**config.mk**
```make
export PLATFORM = sky130hd
export DESIGN_NAME = nmea_gga_field_extractor
export DESIGN_NICKNAME = d
export VERILOG_FILES = /design/src/design/ngga_pkg.sv /design/src/design/nmea_gga_field_extractor.sv /design/src/design/ngga_parse.sv /design/src/design/ngga_out_reg.sv
export VERILOG_INCLUDE_DIRS = /design/src /design/src/design
export SDC_FILE = /design/constraint.sdc
export NUM_CORES = 1
export LEC_CHECK = 0
export BUFFER_PORTS_ARGS = -buffer_cell sky130_fd_sc_hd__buf_2
export CORE_MARGIN = 2
export CORE_UTILIZATION = 57
export DETAILED_ROUTE_END_ITERATION = 6
export PLACE_DENSITY_LB_ADDON = 0.12
export SYNTH_ARGS = -nofsm -noshare
export SYNTH_HDL_FRONTEND = slang
export SYNTH_SLANG_ARGS = --single-unit
```
**constraint.sdc**
```tcl
create_clock -name clock -period 10 [get_ports clock]
set_clock_uncertainty 0.1 [all_clocks]
set_input_delay 1 -clock clock [delete_from_list [all_inputs] [get_ports clock]]
set_output_delay 1 -clock clock [all_outputs]
set_load 0.1 [all_outputs]
```
**src/design/nmea_gga_field_extractor_defines.svh**
```systemverilog
// Assertion macros shared by the GGA field extractor RTL.
// Included by files that carry concurrent checks; no other dependencies.
`ifndef NMEA_GGA_FIELD_EXTRACTOR_DEFINES_SVH
`define NMEA_GGA_FIELD_EXTRACTOR_DEFINES_SVH

// same-cycle implication
`define NGGA_ASSERT_NOW(lbl, clk, rst, ante, cons, msg) \
   lbl: assert property (@(posedge clk) disable iff (rst) (ante) |-> (cons)) \
      else $error(msg);

// next-cycle implication
`define NGGA_ASSERT_NEXT(lbl, clk, rst, ante, cons, msg) \
   lbl: assert property (@(posedge clk) disable iff (rst) (ante) |=> (cons)) \
      else $error(msg);

`endif

```
**src/design/ngga_pkg.sv**
```systemverilog
// Types and constants of the GGA field extractor.
// Used by ngga_parse, ngga_out_reg and the top level; no dependencies.
package ngga_pkg;

   localparam int TAG_W    = 40;
   localparam int HDR_LEN  = 5;
   localparam int BODY_POS = 6;
   localparam int TIME_LEN = 10;
   localparam int LAT_LEN  = 9;
   localparam int LON_LEN  = 10;
   localparam int TDATA_W  = 240;

   localparam logic [TAG_W-1:0] TAG_RESET = 40'h4750474741;  // "GPGGA"

   localparam logic [7:0] START_CHAR = 8'h24;  // '$'
   localparam logic [7:0] SEP_CHAR   = 8'h2C;  // ','
   localparam logic [7:0] ZERO_CHAR  = 8'h30;  // '0'

   localparam logic [2:0] FLD_TIME  = 3'd0;
   localparam logic [2:0] FLD_LAT   = 3'd1;
   localparam logic [2:0] FLD_LON   = 3'd3;
   localparam logic [2:0] FLD_SATS  = 3'd6;
   localparam logic [2:0] FIELD_MAX = 3'd7;
   localparam logic [3:0] CHAR_MAX  = 4'hF;

   typedef logic [7:0] byte_type;

   typedef struct packed {
      logic [7:0]  sats_char;
      logic [39:0] lon_tail;
      logic [39:0] lon_head;
      logic [31:0] lat_tail;
      logic [39:0] lat_head;
      logic [31:0] time_tail;
      logic [47:0] time_head;
   } ngga_rec_type;

   typedef struct packed {
      ngga_rec_type rec;
      logic         sentence_seen;
   } ngga_rsp_type;

endpackage

```
**src/design/nmea_gga_field_extractor.sv**
```systemverilog
// GGA field extractor: takes one received byte per word and emits one packed record of time,
// latitude, longitude and satellite char at each end-of-buffer byte. A byte is registered on
// entry and parsed from that register; if it ends the buffer, the record lands in the result register
// and is offered from it. One byte per cycle is taken while the input is not stalled; the parse
// state updates once per cycle while bytes flow. The input stalls only when an end-of-buffer
// byte waits for a result register still held by the consumer. No clearing pass after reset.
// Depends on ngga_pkg, ngga_parse, ngga_out_reg and nmea_gga_field_extractor_defines.svh.
`include "nmea_gga_field_extractor_defines.svh"

module nmea_gga_field_extractor (
   input  logic                         clock,
   input  logic                         reset,
   input  logic                         req_tvalid,
   output logic                         req_tready,
   input  logic [7:0]                   req_tdata,   // [7:0] rx_byte
   input  logic                         req_tlast,   // end_of_buffer
   output logic                         rsp_tvalid,
   input  logic                         rsp_tready,
   // [47:0] time_head, [79:48] time_tail, [119:80] lat_head, [151:120] lat_tail,
   // [191:152] lon_head, [231:192] lon_tail, [239:232] sats_char
   output logic [ngga_pkg::TDATA_W-1:0] rsp_tdata,
   output logic [0:0]                   rsp_tuser,   // [0] sentence_seen
   input  logic                         csr_valid,
   output logic                         csr_ready,
   input  logic [ngga_pkg::TAG_W-1:0]   csr_data     // sentence_tag
);
   import ngga_pkg::*;

   logic             in_valid_ff;
   logic [7:0]       in_byte_ff;
   logic             in_last_ff;
   logic [TAG_W-1:0] tag_ff;
   logic             proc;
   ngga_rsp_type     rsp_next;
   ngga_rsp_type     rsp_q;

   // a non-final byte never needs the result register
   assign proc       = in_valid_ff && (!in_last_ff || !rsp_tvalid || rsp_tready);
   assign req_tready = !in_valid_ff || proc;
   assign csr_ready  = 1'b1;

   always_ff @(posedge clock) begin
      if (reset) begin
         in_valid_ff <= 1'b0;
      end else if (req_tready) begin
         in_valid_ff <= req_tvalid;
      end
   end

   always_ff @(posedge clock) begin
      if (req_tvalid && req_tready) begin
         in_byte_ff <= req_tdata;
         in_last_ff <= req_tlast;
      end
   end

   always_ff @(posedge clock) begin
      if (reset) begin
         tag_ff <= TAG_RESET;
      end else if (csr_valid && csr_ready) begin
         tag_ff <= csr_data;
      end
   end

   ngga_parse u_parse (
      .clock   (clock),
      .reset   (reset),
      .step    (proc),
      .rx_byte (in_byte_ff),
      .last    (in_last_ff),
      .tag     (tag_ff),
      .rsp     (rsp_next)
   );

   ngga_out_reg u_out (
      .clock   (clock),
      .reset   (reset),
      .load    (proc && in_last_ff),
      .rsp_in  (rsp_next),
      .take    (rsp_tready),
      .valid   (rsp_tvalid),
      .rsp_out (rsp_q)
   );

   assign rsp_tdata    = rsp_q.rec;
   assign rsp_tuser[0] = rsp_q.sentence_seen;

   `NGGA_ASSERT_NEXT(a_last_gives_rsp, clock, reset, proc && in_last_ff, rsp_tvalid, "end-of-buffer word produced no record")
   `NGGA_ASSERT_NOW(a_stall_only_on_last, clock, reset, !req_tready, in_valid_ff && in_last_ff && rsp_tvalid, "input stalled without a blocked record")

endmodule

```
**src/design/ngga_parse.sv**
```systemverilog
// Per-byte sentence parser: header match, field counting and field stores.
// Depends on ngga_pkg and nmea_gga_field_extractor_defines.svh.
`include "nmea_gga_field_extractor_defines.svh"

module ngga_parse (
   input  logic                          clock,
   input  logic                          reset,
   input  logic                          step,
   input  logic [7:0]                    rx_byte,
   input  logic                          last,
   input  logic [ngga_pkg::TAG_W-1:0]    tag,
   output ngga_pkg::ngga_rsp_type        rsp
);
   import ngga_pkg::*;

   logic [2:0] hp_ff, hp_in;
   logic       match_ff, match_in;
   logic [2:0] fi_ff, fi_in, fi_nx;
   logic [3:0] ci_ff, ci_in;
   byte_type   time_ff [TIME_LEN];
   byte_type   time_in [TIME_LEN];
   byte_type   lat_ff [LAT_LEN];
   byte_type   lat_in [LAT_LEN];
   byte_type   lon_ff [LON_LEN];
   byte_type   lon_in [LON_LEN];
   byte_type   sats_ff, sats_in;
   logic       seen_ff, seen_in;
   logic [2:0] tag_sel;
   byte_type   tag_byte;

   always_comb begin
      hp_in    = hp_ff;
      match_in = match_ff;
      fi_in    = fi_ff;
      ci_in    = ci_ff;
      time_in  = time_ff;
      lat_in   = lat_ff;
      lon_in   = lon_ff;
      sats_in  = sats_ff;
      seen_in  = seen_ff;
      fi_nx    = (fi_ff == FIELD_MAX) ? fi_ff : fi_ff + 3'd1;
      tag_sel  = 3'(HDR_LEN - 1) - hp_ff;
      // first tag char sits in the top byte
      tag_byte = (hp_ff < 3'(HDR_LEN)) ? tag[{tag_sel, 3'b000} +: 8] : 8'h00;

      if (rx_byte == START_CHAR) begin
         hp_in    = 3'd0;
         match_in = 1'b1;
         fi_in    = 3'd0;
         ci_in    = 4'd0;
      end else if (hp_ff < 3'(HDR_LEN)) begin
         if (rx_byte != tag_byte) begin
            match_in = 1'b0;
         end
         hp_in = hp_ff + 3'd1;
      end else if (hp_ff == 3'(HDR_LEN)) begin
         // byte after the tag is skipped; body starts here
         hp_in = 3'(BODY_POS);
         fi_in = 3'd0;
         ci_in = 4'd0;
         if (match_ff) begin
            seen_in = 1'b1;
            for (int i = 0; i < TIME_LEN; i++) time_in[i] = 8'h00;
         end
      end else if (match_ff) begin
         if (rx_byte == SEP_CHAR) begin
            fi_in = fi_nx;
            ci_in = 4'd0;
            case (fi_nx)
               FLD_LAT: begin
                  for (int i = 0; i < LAT_LEN; i++) lat_in[i] = 8'h00;
               end
               FLD_LON: begin
                  for (int i = 0; i < LON_LEN; i++) lon_in[i] = 8'h00;
               end
               FLD_SATS: begin
                  sats_in = 8'h00;
               end
               default: begin
               end
            endcase
         end else begin
            case (fi_ff)
               FLD_TIME: begin
                  for (int i = 0; i < TIME_LEN; i++)
                     if (4'(i) == ci_ff) time_in[i] = rx_byte;
               end
               FLD_LAT: begin
                  for (int i = 0; i < LAT_LEN; i++)
                     if (4'(i) == ci_ff) lat_in[i] = rx_byte;
               end
               FLD_LON: begin
                  for (int i = 0; i < LON_LEN; i++)
                     if (4'(i) == ci_ff) lon_in[i] = rx_byte;
               end
               FLD_SATS: begin
                  if (ci_ff == 4'd0) sats_in = rx_byte;
               end
               default: begin
               end
            endcase
            if (ci_ff != CHAR_MAX) ci_in = ci_ff + 4'd1;
         end
      end
   end

   // record as it stands after this byte
   assign rsp.rec.time_head = {time_in[0], time_in[1], time_in[2],
                               time_in[3], time_in[4], time_in[5]};
   assign rsp.rec.time_tail = {time_in[6], time_in[7], time_in[8], time_in[9]};
   assign rsp.rec.lat_head  = {lat_in[0], lat_in[1], lat_in[2], lat_in[3], lat_in[4]};
   assign rsp.rec.lat_tail  = {lat_in[5], lat_in[6], lat_in[7], lat_in[8]};
   assign rsp.rec.lon_head  = {lon_in[0], lon_in[1], lon_in[2], lon_in[3], lon_in[4]};
   assign rsp.rec.lon_tail  = {lon_in[5], lon_in[6], lon_in[7], lon_in[8], lon_in[9]};
   assign rsp.rec.sats_char = sats_in;
   assign rsp.sentence_seen = seen_in;

   always_ff @(posedge clock) begin
      if (reset || (step && last)) begin
         hp_ff    <= 3'd0;
         match_ff <= 1'b1;
         fi_ff    <= 3'd0;
         ci_ff    <= 4'd0;
         for (int i = 0; i < TIME_LEN; i++) time_ff[i] <= 8'h00;
         for (int i = 0; i < LAT_LEN; i++) lat_ff[i] <= 8'h00;
         for (int i = 0; i < LON_LEN; i++) lon_ff[i] <= 8'h00;
         sats_ff  <= ZERO_CHAR;
         seen_ff  <= 1'b0;
      end else if (step) begin
         hp_ff    <= hp_in;
         match_ff <= match_in;
         fi_ff    <= fi_in;
         ci_ff    <= ci_in;
         time_ff  <= time_in;
         lat_ff   <= lat_in;
         lon_ff   <= lon_in;
         sats_ff  <= sats_in;
         seen_ff  <= seen_in;
      end
   end

   `NGGA_ASSERT_NOW(a_field_in_body, clock, reset, fi_ff != 3'd0, hp_ff == 3'(BODY_POS), "field count outside sentence body")
   `NGGA_ASSERT_NOW(a_char_in_match, clock, reset, ci_ff != 4'd0, (hp_ff == 3'(BODY_POS)) && match_ff, "chars counted in unmatched sentence")
   `NGGA_ASSERT_NEXT(a_clear_on_last, clock, reset, step && last, (hp_ff == 3'd0) && !seen_ff && (sats_ff == ZERO_CHAR), "parser not cleared after end of buffer")

endmodule

```
**src/design/ngga_out_reg.sv**
```systemverilog
// Result register holding one packed record until the consumer takes it.
// Depends on ngga_pkg.
module ngga_out_reg (
   input  logic                   clock,
   input  logic                   reset,
   input  logic                   load,
   input  ngga_pkg::ngga_rsp_type rsp_in,
   input  logic                   take,
   output logic                   valid,
   output ngga_pkg::ngga_rsp_type rsp_out
);
   import ngga_pkg::*;

   logic         valid_ff;
   ngga_rsp_type rsp_ff;

   always_ff @(posedge clock) begin
      if (reset) begin
         valid_ff <= 1'b0;
      end else if (load) begin
         valid_ff <= 1'b1;
      end else if (take) begin
         valid_ff <= 1'b0;
      end
   end

   always_ff @(posedge clock) begin
      if (load) begin
         rsp_ff <= rsp_in;
      end
   end

   assign valid   = valid_ff;
   assign rsp_out = rsp_ff;

endmodule
```
==> metrics.txt, run 1 <==
layout cells sized above 1 20.50%; IO Pins between 200 and 300; initial core utilization a little under three fifths; number of synthesized flops with an enable pin between 200 and 300; Hold Slack 0.3588 ns; post-place setup slack roughly 6.1 ns; Total Wirelength 61.50 mm; routability cong. 0.8677; fillers approximately 3000; WL per Instance 23.62 µm; vias per inst ~6.4; DR vias ~17000; Post-CTS Setup Repair Bufs 0; Commonest cells post-synth dfxtp_1 (294), a22o_1 (274), nor2_1 (259), edfxtp_1 (250), a22oi_1 (146); most frequent CP cell nor2_1; initial antenna violation count 0; fin nets 2114; critical path buffer and inverter count 0; hold buffer count at CTS 0; Core Footprint 37490 µm²; Power Dens Cells 181.3 nW/µm²; CTS clk-pin slew, worst paths 0.06 ns; sequential area share after synthesis between 60% and 70%; Worst EP arrival 4.19 ns; Post-Layout Inst Area 25010 µm²; VDD IR max between 0.1 and 0.15 mV; Cell Rows 71; clk_lat worst skew 0.60 ns; Syn Area/Cell 11.98 µm²; status finished clean; Worst path slowest cell nor2_1; Syn-to-layout area delta 15.89%; total gr overflow 0; synthesized netlist cell count 1802; full die area 39430 µm²; first-pass GRT wire length 91.10 mm; Placed Area 23390 µm²; Final ANT Viol Nets 0; DIE HEIGHT 198.6 µm; crit end category register; area share of the largest cell type after synthesis 34.79%; Worst-Margin Slew 1.235 ns; leak pwr 9.517 nW; clock root buffer clkbuf_16; Max clock buf depth 3; f_max between 200 and 300 MHz; I/O Buffers between 200 and 300; Worst Setup Start Kind register; Period minus WS final 3.773 ns; max_slew headroom 17.36%; Max Slew Vio Count 0; post-synth top area cell edfxtp_1; DRT iter0 DRCs slightly below 2000; area of the multi-input gates 7531 µm²; drt first pass iters 5; final setup margin 6.227 ns; Post-Syn Area between 20000 and 25000 µm²; most common cell in the synthesized netlist dfxtp_1; Worst EP required 10.42 ns; post-DP HPWL between 30 and 40 mm; WS Path Type reg -> reg; GR Util All Layers 30.59%; crit share post-route 37.73%; Die W 198.6 µm; worst stage delay on the critical path 1.03 ns; min-delay worst type reg -> reg; fraction of registers with async set/reset 0%; Hold Violations, Final 0; flops & latches, synth about 540; critical path peak fanout 19; syn nets approximately 1900; top_reg_cell synth dfxtp_1; # H-tree levels 2; CTS buffer count between 50 and 60; final setup TNS 0 ns; TritonCTS clock tree yes; Crit path max-delay family simple AND/OR/NAND/NOR gates; YS warnings 0; Post-route DRC 0; Storage cell area between 10000 and 15000 µm²; # setup viols final 0; total clock sinks around 540; vias in the first global route 15240; RSZ-0062 raised after global routing no; Distinct cells, synth 75; antenna cells 0; largest cells by area after synthesis edfxtp_1 (35%), dfxtp_1 (27%), a22o_1 (11%), a22oi_1 (5.1%), nor2_1 (4.5%); cell breakdown of the critical path o211ai_1 -> nor2_2 -> nand2_1 -> nor2_1 -> a22oi_1 -> nor2_1; post-CTS sizing 0; largest net degree at the start of global routing 80; max cap viols 0
[cell families after synthesis]
group,Yosys count,synth area share [%]
compound gates,588,22.13
flops,544,62.06
simple gates,442,9.149
buf+inv,162,3.119
mux,49,2.684
fa+ha+maj,11,0.6378
xor+xnor,5,0.2030
other cells,1,0.01738
[report_power, final]
group	leakage [nW]	switching (mW)	internal [mW]
clock	0.781	0.834	1.05
sequential	4.89	0.0226	2.35
combinational	3.85	0.227	0.0529
total	9.52	1.08	3.45
[state kept, by name, indices dropped and copies added, names as in the netlist, 4 cells and up]
| signal | flops |
|---|---|
| u_out.rsp_out | 241 |
| u_parse.lon_ff | 80 |
| u_parse.time_ff | 80 |
| u_parse.lat_ff | 72 |
| tag_ff | 40 |
| in_byte_ff | 8 |
| u_parse.sats_ff | 8 |
| u_parse.ci_ff | 4 |
[cells in the final DEF, fill, tap and decap left out, types with 4 or more instances in the layout]
| cell | netlist | routed |
|---|---|---|
| a211o_1 | 9 | 9 |
| a211oi_1 | 9 | 9 |
| a21o_1 | 10 | 10 |
| a21oi_1 | 23 | 23 |
| a22o_1 | 274 | 274 |
| a22oi_1 | 146 | 146 |
| a31oi_1 | 6 | 6 |
| a32o_1 | 19 | 19 |
| a32oi_1 | 21 | 21 |
| and3_1 | 5 | 4 |
| buf_2 | 19 | 296 |
| buf_4 | 9 | 34 |
| clkbuf_1 | 101 | 13 |
| clkbuf_16 | 0 | 53 |
| clkinv_1 | 2 | 17 |
| clkinv_2 | 0 | 7 |
| dfxtp_1 | 294 | 294 |
| edfxtp_1 | 250 | 250 |
| ha_1 | 11 | 11 |
| inv_1 | 23 | 23 |
| mux2i_1 | 41 | 41 |
| mux4_2 | 7 | 7 |
| nand2_1 | 93 | 93 |
| nand2b_1 | 11 | 11 |
| nand3_1 | 10 | 10 |
| nand3b_1 | 6 | 6 |
| nand4_1 | 6 | 6 |
| nand4b_1 | 5 | 5 |
| nor2_1 | 259 | 258 |
| nor3_1 | 11 | 11 |
| o211ai_1 | 5 | 5 |
| o21a_1 | 4 | 4 |
| o21ai_0 | 26 | 26 |
| o22ai_1 | 8 | 8 |
[worst reg2reg max path: stages, from the launching register on]
cell and delay (ns):
dfxtp_1 0.80, o211ai_1 0.28, nor2_2 0.78, nand2_1 0.40, nor2_1 1.03, a22oi_1 0.17, nor2_1 0.14
[worst paths after layout]
| check | from | endpoint | slack (ns) | cells past startpoint |
|---|---|---|---|---|
| worst max-delay path | u_parse.hp_ff[0] | u_parse.lon_ff[23] | 6.23 | 6 |
| worst min-delay path | u_parse.sats_ff[4] | u_parse.sats_ff[4] | 0.36 | 1 |
| worst min register to register | u_parse.sats_ff[4] | u_parse.sats_ff[4] | 0.36 | 1 |
| worst max register to register | u_parse.hp_ff[0] | u_parse.lon_ff[23] | 6.23 | 6 |
[layout make-up]
type                            count  area share, %
Timing Repair Buffer              330          6.945
Multi-Input combinational cell   1096          30.11
Clock buffer                       66          5.499
Tap cell                          511          2.557
Clock inverter                     32         0.9556
Inverter                           25         0.3752
Sequential cell                   544          53.55
[per-stage QoR]
stage | power, mW | std cells | utilization (%)
after global placement | 2.690 | 2506 | 62.39
after detailed placement | 2.694 | 2506 | 62.40
after floorplan | 2.633 | 1802 | -
after global routing | 4.650 | 2604 | 66.71
after CTS | 4.550 | 2604 | 66.71
final | 4.534 | 2604 | 66.71
[layer usage]
| metal | up-vias | wire (µm) | GRT usage (%) |
|---|---|---|---|
| li1 | 7438 | - | - |
| met1 | 8120 | 24640 | 42.38 |
| met2 | 982 | 28620 | 47.89 |
| met3 | 148 | 5841 | 5.222 |
| met4 | 0 | 2408 | 12.85 |
| met5 | - | 0 | 0 |
Power figures use the tool's default switching activity.
==> inputs of run 2 (changes only) <==
--- a/config.mk
+++ b/config.mk
@@ -6,9 +6,10 @@
 export SDC_FILE = /design/constraint.sdc
 export NUM_CORES = 1
 export LEC_CHECK = 0
+export ABC_AREA = 1
 export BUFFER_PORTS_ARGS = -buffer_cell sky130_fd_sc_hd__buf_2
 export CORE_MARGIN = 2
-export CORE_UTILIZATION = 57
+export CORE_UTILIZATION = 53
 export DETAILED_ROUTE_END_ITERATION = 6
 export PLACE_DENSITY_LB_ADDON = 0.12
 export SYNTH_ARGS = -nofsm -noshare
==> constraint.sdc (replaced) <==
create_clock -name clock -period 3.2 [get_ports clock]
set_clock_uncertainty 0.1 [all_clocks]
set_input_delay 0.32 -clock clock [delete_from_list [all_inputs] [get_ports clock]]
set_output_delay 0.32 -clock clock [all_outputs]
set_load 0.1 [all_outputs]
==> metrics.txt, run 2 <==
syn nets 3134 (+68%); CP Depth 9 (+3); most frequent CP cell nand2_1; total clock sinks 544 (unchanged); TritonCTS clock tree yes; max cap viols 0 (unchanged); status finished clean; largest net degree at the start of global routing 198 (+150%); GR Util All Layers 26.86% (-3.7 points); initial antenna violation count 0 (unchanged); initial core utilization 53.72% (-3.8 points); critical path peak fanout 10 (-9); antenna cells 0 (unchanged); CTS buffer count 56 (+7.7%); Total Wirelength 63.79 mm (+3.7%); f_max 349.3 MHz (+32%); vias per inst 5.111 (-20%); Hold Violations, Final 0 (unchanged); full die area 46530 µm² (+18%); Syn Area/Cell 7.740 µm² (-35%); Period minus WS final 2.863 ns (-0.9097 ns); Setup crit end u_parse.time_ff[39]; synthesized netlist cell count 3069 (+70%); RSZ-0062 raised after global routing no; Worst EP required 3.64 ns (-6.78 ns); Crit Reg-Reg Endpoint u_parse.time_ff[39]; area share of the largest cell type after synthesis 31.60% (-3.2 points); WL per Instance 15.81 µm (-33%); Post-route DRC 0 (unchanged); Crit path max-delay family simple AND/OR/NAND/NOR gates; clk_lat worst skew 0.61 ns (about the same); flops & latches, synth 544 (unchanged); CTS clk-pin slew, worst paths 0.06 ns (about the same); total gr overflow 0 (unchanged); first-pass GRT wire length 99.53 mm (+9.3%); Max clock buf depth 3 (unchanged); number of flip-flops in the largest register 241 (unchanged); Syn-to-layout area delta 19.64%; Power Dens Cells 590.7 nW/µm² (+230%); VDD IR max 0.3770 mV (+200%); post-DP HPWL 39.69 mm (+1.7%); post-synth top area cell edfxtp_1; Worst-Margin Slew 1.005 ns (-0.2304 ns); vias in the first global route 19400 (+27%); Worst R2R Path Depth 9 (+3); Max Slew Vio Count 0 (unchanged); leak pwr 14.23 nW (+50%); Worst EP arrival 3.30 ns (-0.89 ns); I/O Buffers 296 (unchanged); clock root buffer clkbuf_16; critical path buffer and inverter count 2 (+2); layout cells sized above 1 13.48% (-7.0 points); Core Footprint 44220 µm² (+18%); YS warnings 0 (unchanged); Commonest cells post-synth nand2_1 (1029), nor2_1 (557), inv_1 (347), dfxtp_1 (294), edfxtp_1 (250); number of synthesized flops with an enable pin 250 (unchanged); WS Path Type reg -> reg; Final ANT Viol Nets 0 (unchanged); CP Launch Point u_parse.hp_ff[1]; DRT iter0 DRCs 1809 (-6.7%); # H-tree levels 2 (unchanged); worst stage delay on the critical path 0.89 ns (-0.14 ns); Post-CTS Setup Repair Bufs 0 (unchanged); most common cell after layout, fill and taps aside nand2_1; total power 16.79 mW (+270%); cell breakdown of the critical path inv_1 -> ha_1 -> nand2_1 -> nand3_1 -> nor3_1 -> nand2_1 -> nand2_1 -> o21ai_0 -> inv_1; DIE HEIGHT 215.7 µm (+8.6%); Cell Rows 77 (+8.5%); max_slew headroom 33.02% (+16 points); fraction of registers with async set/reset 0% (unchanged); most common cell in the synthesized netlist nand2_1; commonest cells after routing, fill and taps aside nand2_1 (1026), nor2_1 (556), inv_1 (344), buf_2 (296), dfxtp_1 (293); fin nets 3461 (+64%); top_reg_cell synth dfxtp_1; crit end category register; Post-Syn Area 23750 µm² (+10%); sequential area share after synthesis 56.38% (-5.7 points); routability cong. 0.8697 (+0.23%); DR vias 20620 (+24%); Worst path slowest cell nor3_1; drt first pass iters 7 (+2); Hold Slack 0.03524 ns (-0.3235 ns); worst r2r src u_parse.hp_ff[1]; crit share post-route 89.47% (+52 points); Worst Setup Start Kind register; min-delay worst type in -> reg; largest cells by area after synthesis edfxtp_1 (32%), dfxtp_1 (25%), nand2_1 (16%), nor2_1 (8.8%), inv_1 (5.5%); post-CTS sizing 0 (unchanged); Die W 215.7 µm (+8.6%); R2R Setup Slk 0.34 ns (-5.89 ns); # setup viols final 0 (unchanged); Distinct cells, synth 36 (-52%); IO Pins 298 (unchanged)
run 2: cell types whose count changed in the layout (fill, tap and decap cells not counted), sizes merged, moves of 147 or more:
cell | before | now
nand2 | 93 | 1030
nand3 | 10 | 209
nor2 | 261 | 567
a22oi | 147 | 0
a22o | 274 | 0
inv | 26 | 351
run 2: logic make-up (layout without fill, tap and decap cells):
group / count (synthesis) / after routing / share of synthesized area, %
buffers and inverters: 476 / 849 / 7.696
other: 1 / 1 / 0.01579
AOI/OAI and AO/OA: 209 / 209 / 4.725
adders and majority gates: 11 / 11 / 0.5794
and+or+nand+nor: 1826 / 1826 / 30.53
xor gates and xnor gates: 2 / 2 / 0.07376
DFF: 544 / 544 / 56.38
run 2: power breakdown:
group / leakage, nW / switching, mW / total (mW) / internal, mW
Sequential: 4.76 / 0.151 / 7.78 / 7.63
Combinational: 8.51 / 1.57 / 2.08 / 0.514
Clock: 0.965 / 2.70 / 6.92 / 4.22
Total: 14.2 / 4.42 / 16.8 / 12.4
run 2: through the flow:
| step | area (µm²) | setup WS [ns] | setup TNS (ns) | std cells | util, % |
|---|---|---|---|---|---|
| 5_1_grt | 28420 | 0.1132 | 0 | 4034 | 64.26 |
| 4_1_cts | 28420 | 0.3504 | 0 | 4034 | 64.26 |
| 3_3_place_gp | 25820 | 0.5134 | 0 | 3867 | 58.38 |
| 2_1_floorplan | 23770 | -1.888 | -456.68 | 3069 | - |
| 6_report | 28420 | 0.3371 | 0 | 4034 | 64.26 |
| 3_5_place_dp | 25820 | 0.4445 | 0 | 3867 | 58.38 |
run 2: how the worst min path moves through the flow:
stage	startpoint	to	slack, ns	cells past startpoint
2_1_floorplan	req_tdata[0]	in_byte_ff[0]	0.32	0
3_3_place_gp	tag_ff[33]	tag_ff[33]	0.35	2
3_5_place_dp	tag_ff[26]	tag_ff[26]	0.35	2
4_1_cts	reset	tag_ff[10]	0.006	3
5_1_grt	reset	tag_ff[10]	0.08	3
6_report	reset	tag_ff[10]	0.04	3
run 2: worst register-to-register path, delay by kind of cell (launching register included):
family | cells | cell delay [ns]
buffers and inverters | 2 | 0.16
adders and majority gates | 1 | 0.18
and+or+nand+nor | 5 | 1.93
DFF | 1 | 0.36
AOI/OAI and AO/OA | 1 | 0.07
run 2: area by class of cell:
| cell class | instances | area, µm² |
|---|---|---|
| Clock buffer | 82 | 1655 |
| Clock inverter | 22 | 315.3 |
| Fill cell | 3688 | 15800 |
| Inverter | 352 | 1333 |
| Multi-Input combinational cell | 2049 | 8548 |
| Sequential cell | 544 | 13400 |
| Tap cell | 592 | 740.7 |
| Timing Repair Buffer | 393 | 2430 |
run 2: metal layers:
| layer | vias to the layer above | global-route usage (%) | share of wire (%) |
|---|---|---|---|
| li1 | 10210 | - | - |
| met1 | 9509 | 34.80 | 42 |
| met2 | 732 | 44.52 | 47 |
| met3 | 161 | 4.073 | 7.0 |
| met4 | 0 | 12.37 | 4.0 |
| met5 | - | 0 | 0 |
run 2: what timing repair did:
item,CTS,global route
hold buffers,63,0
setup endpoints to repair,0,0
endpoints found under the hold margin,51,0
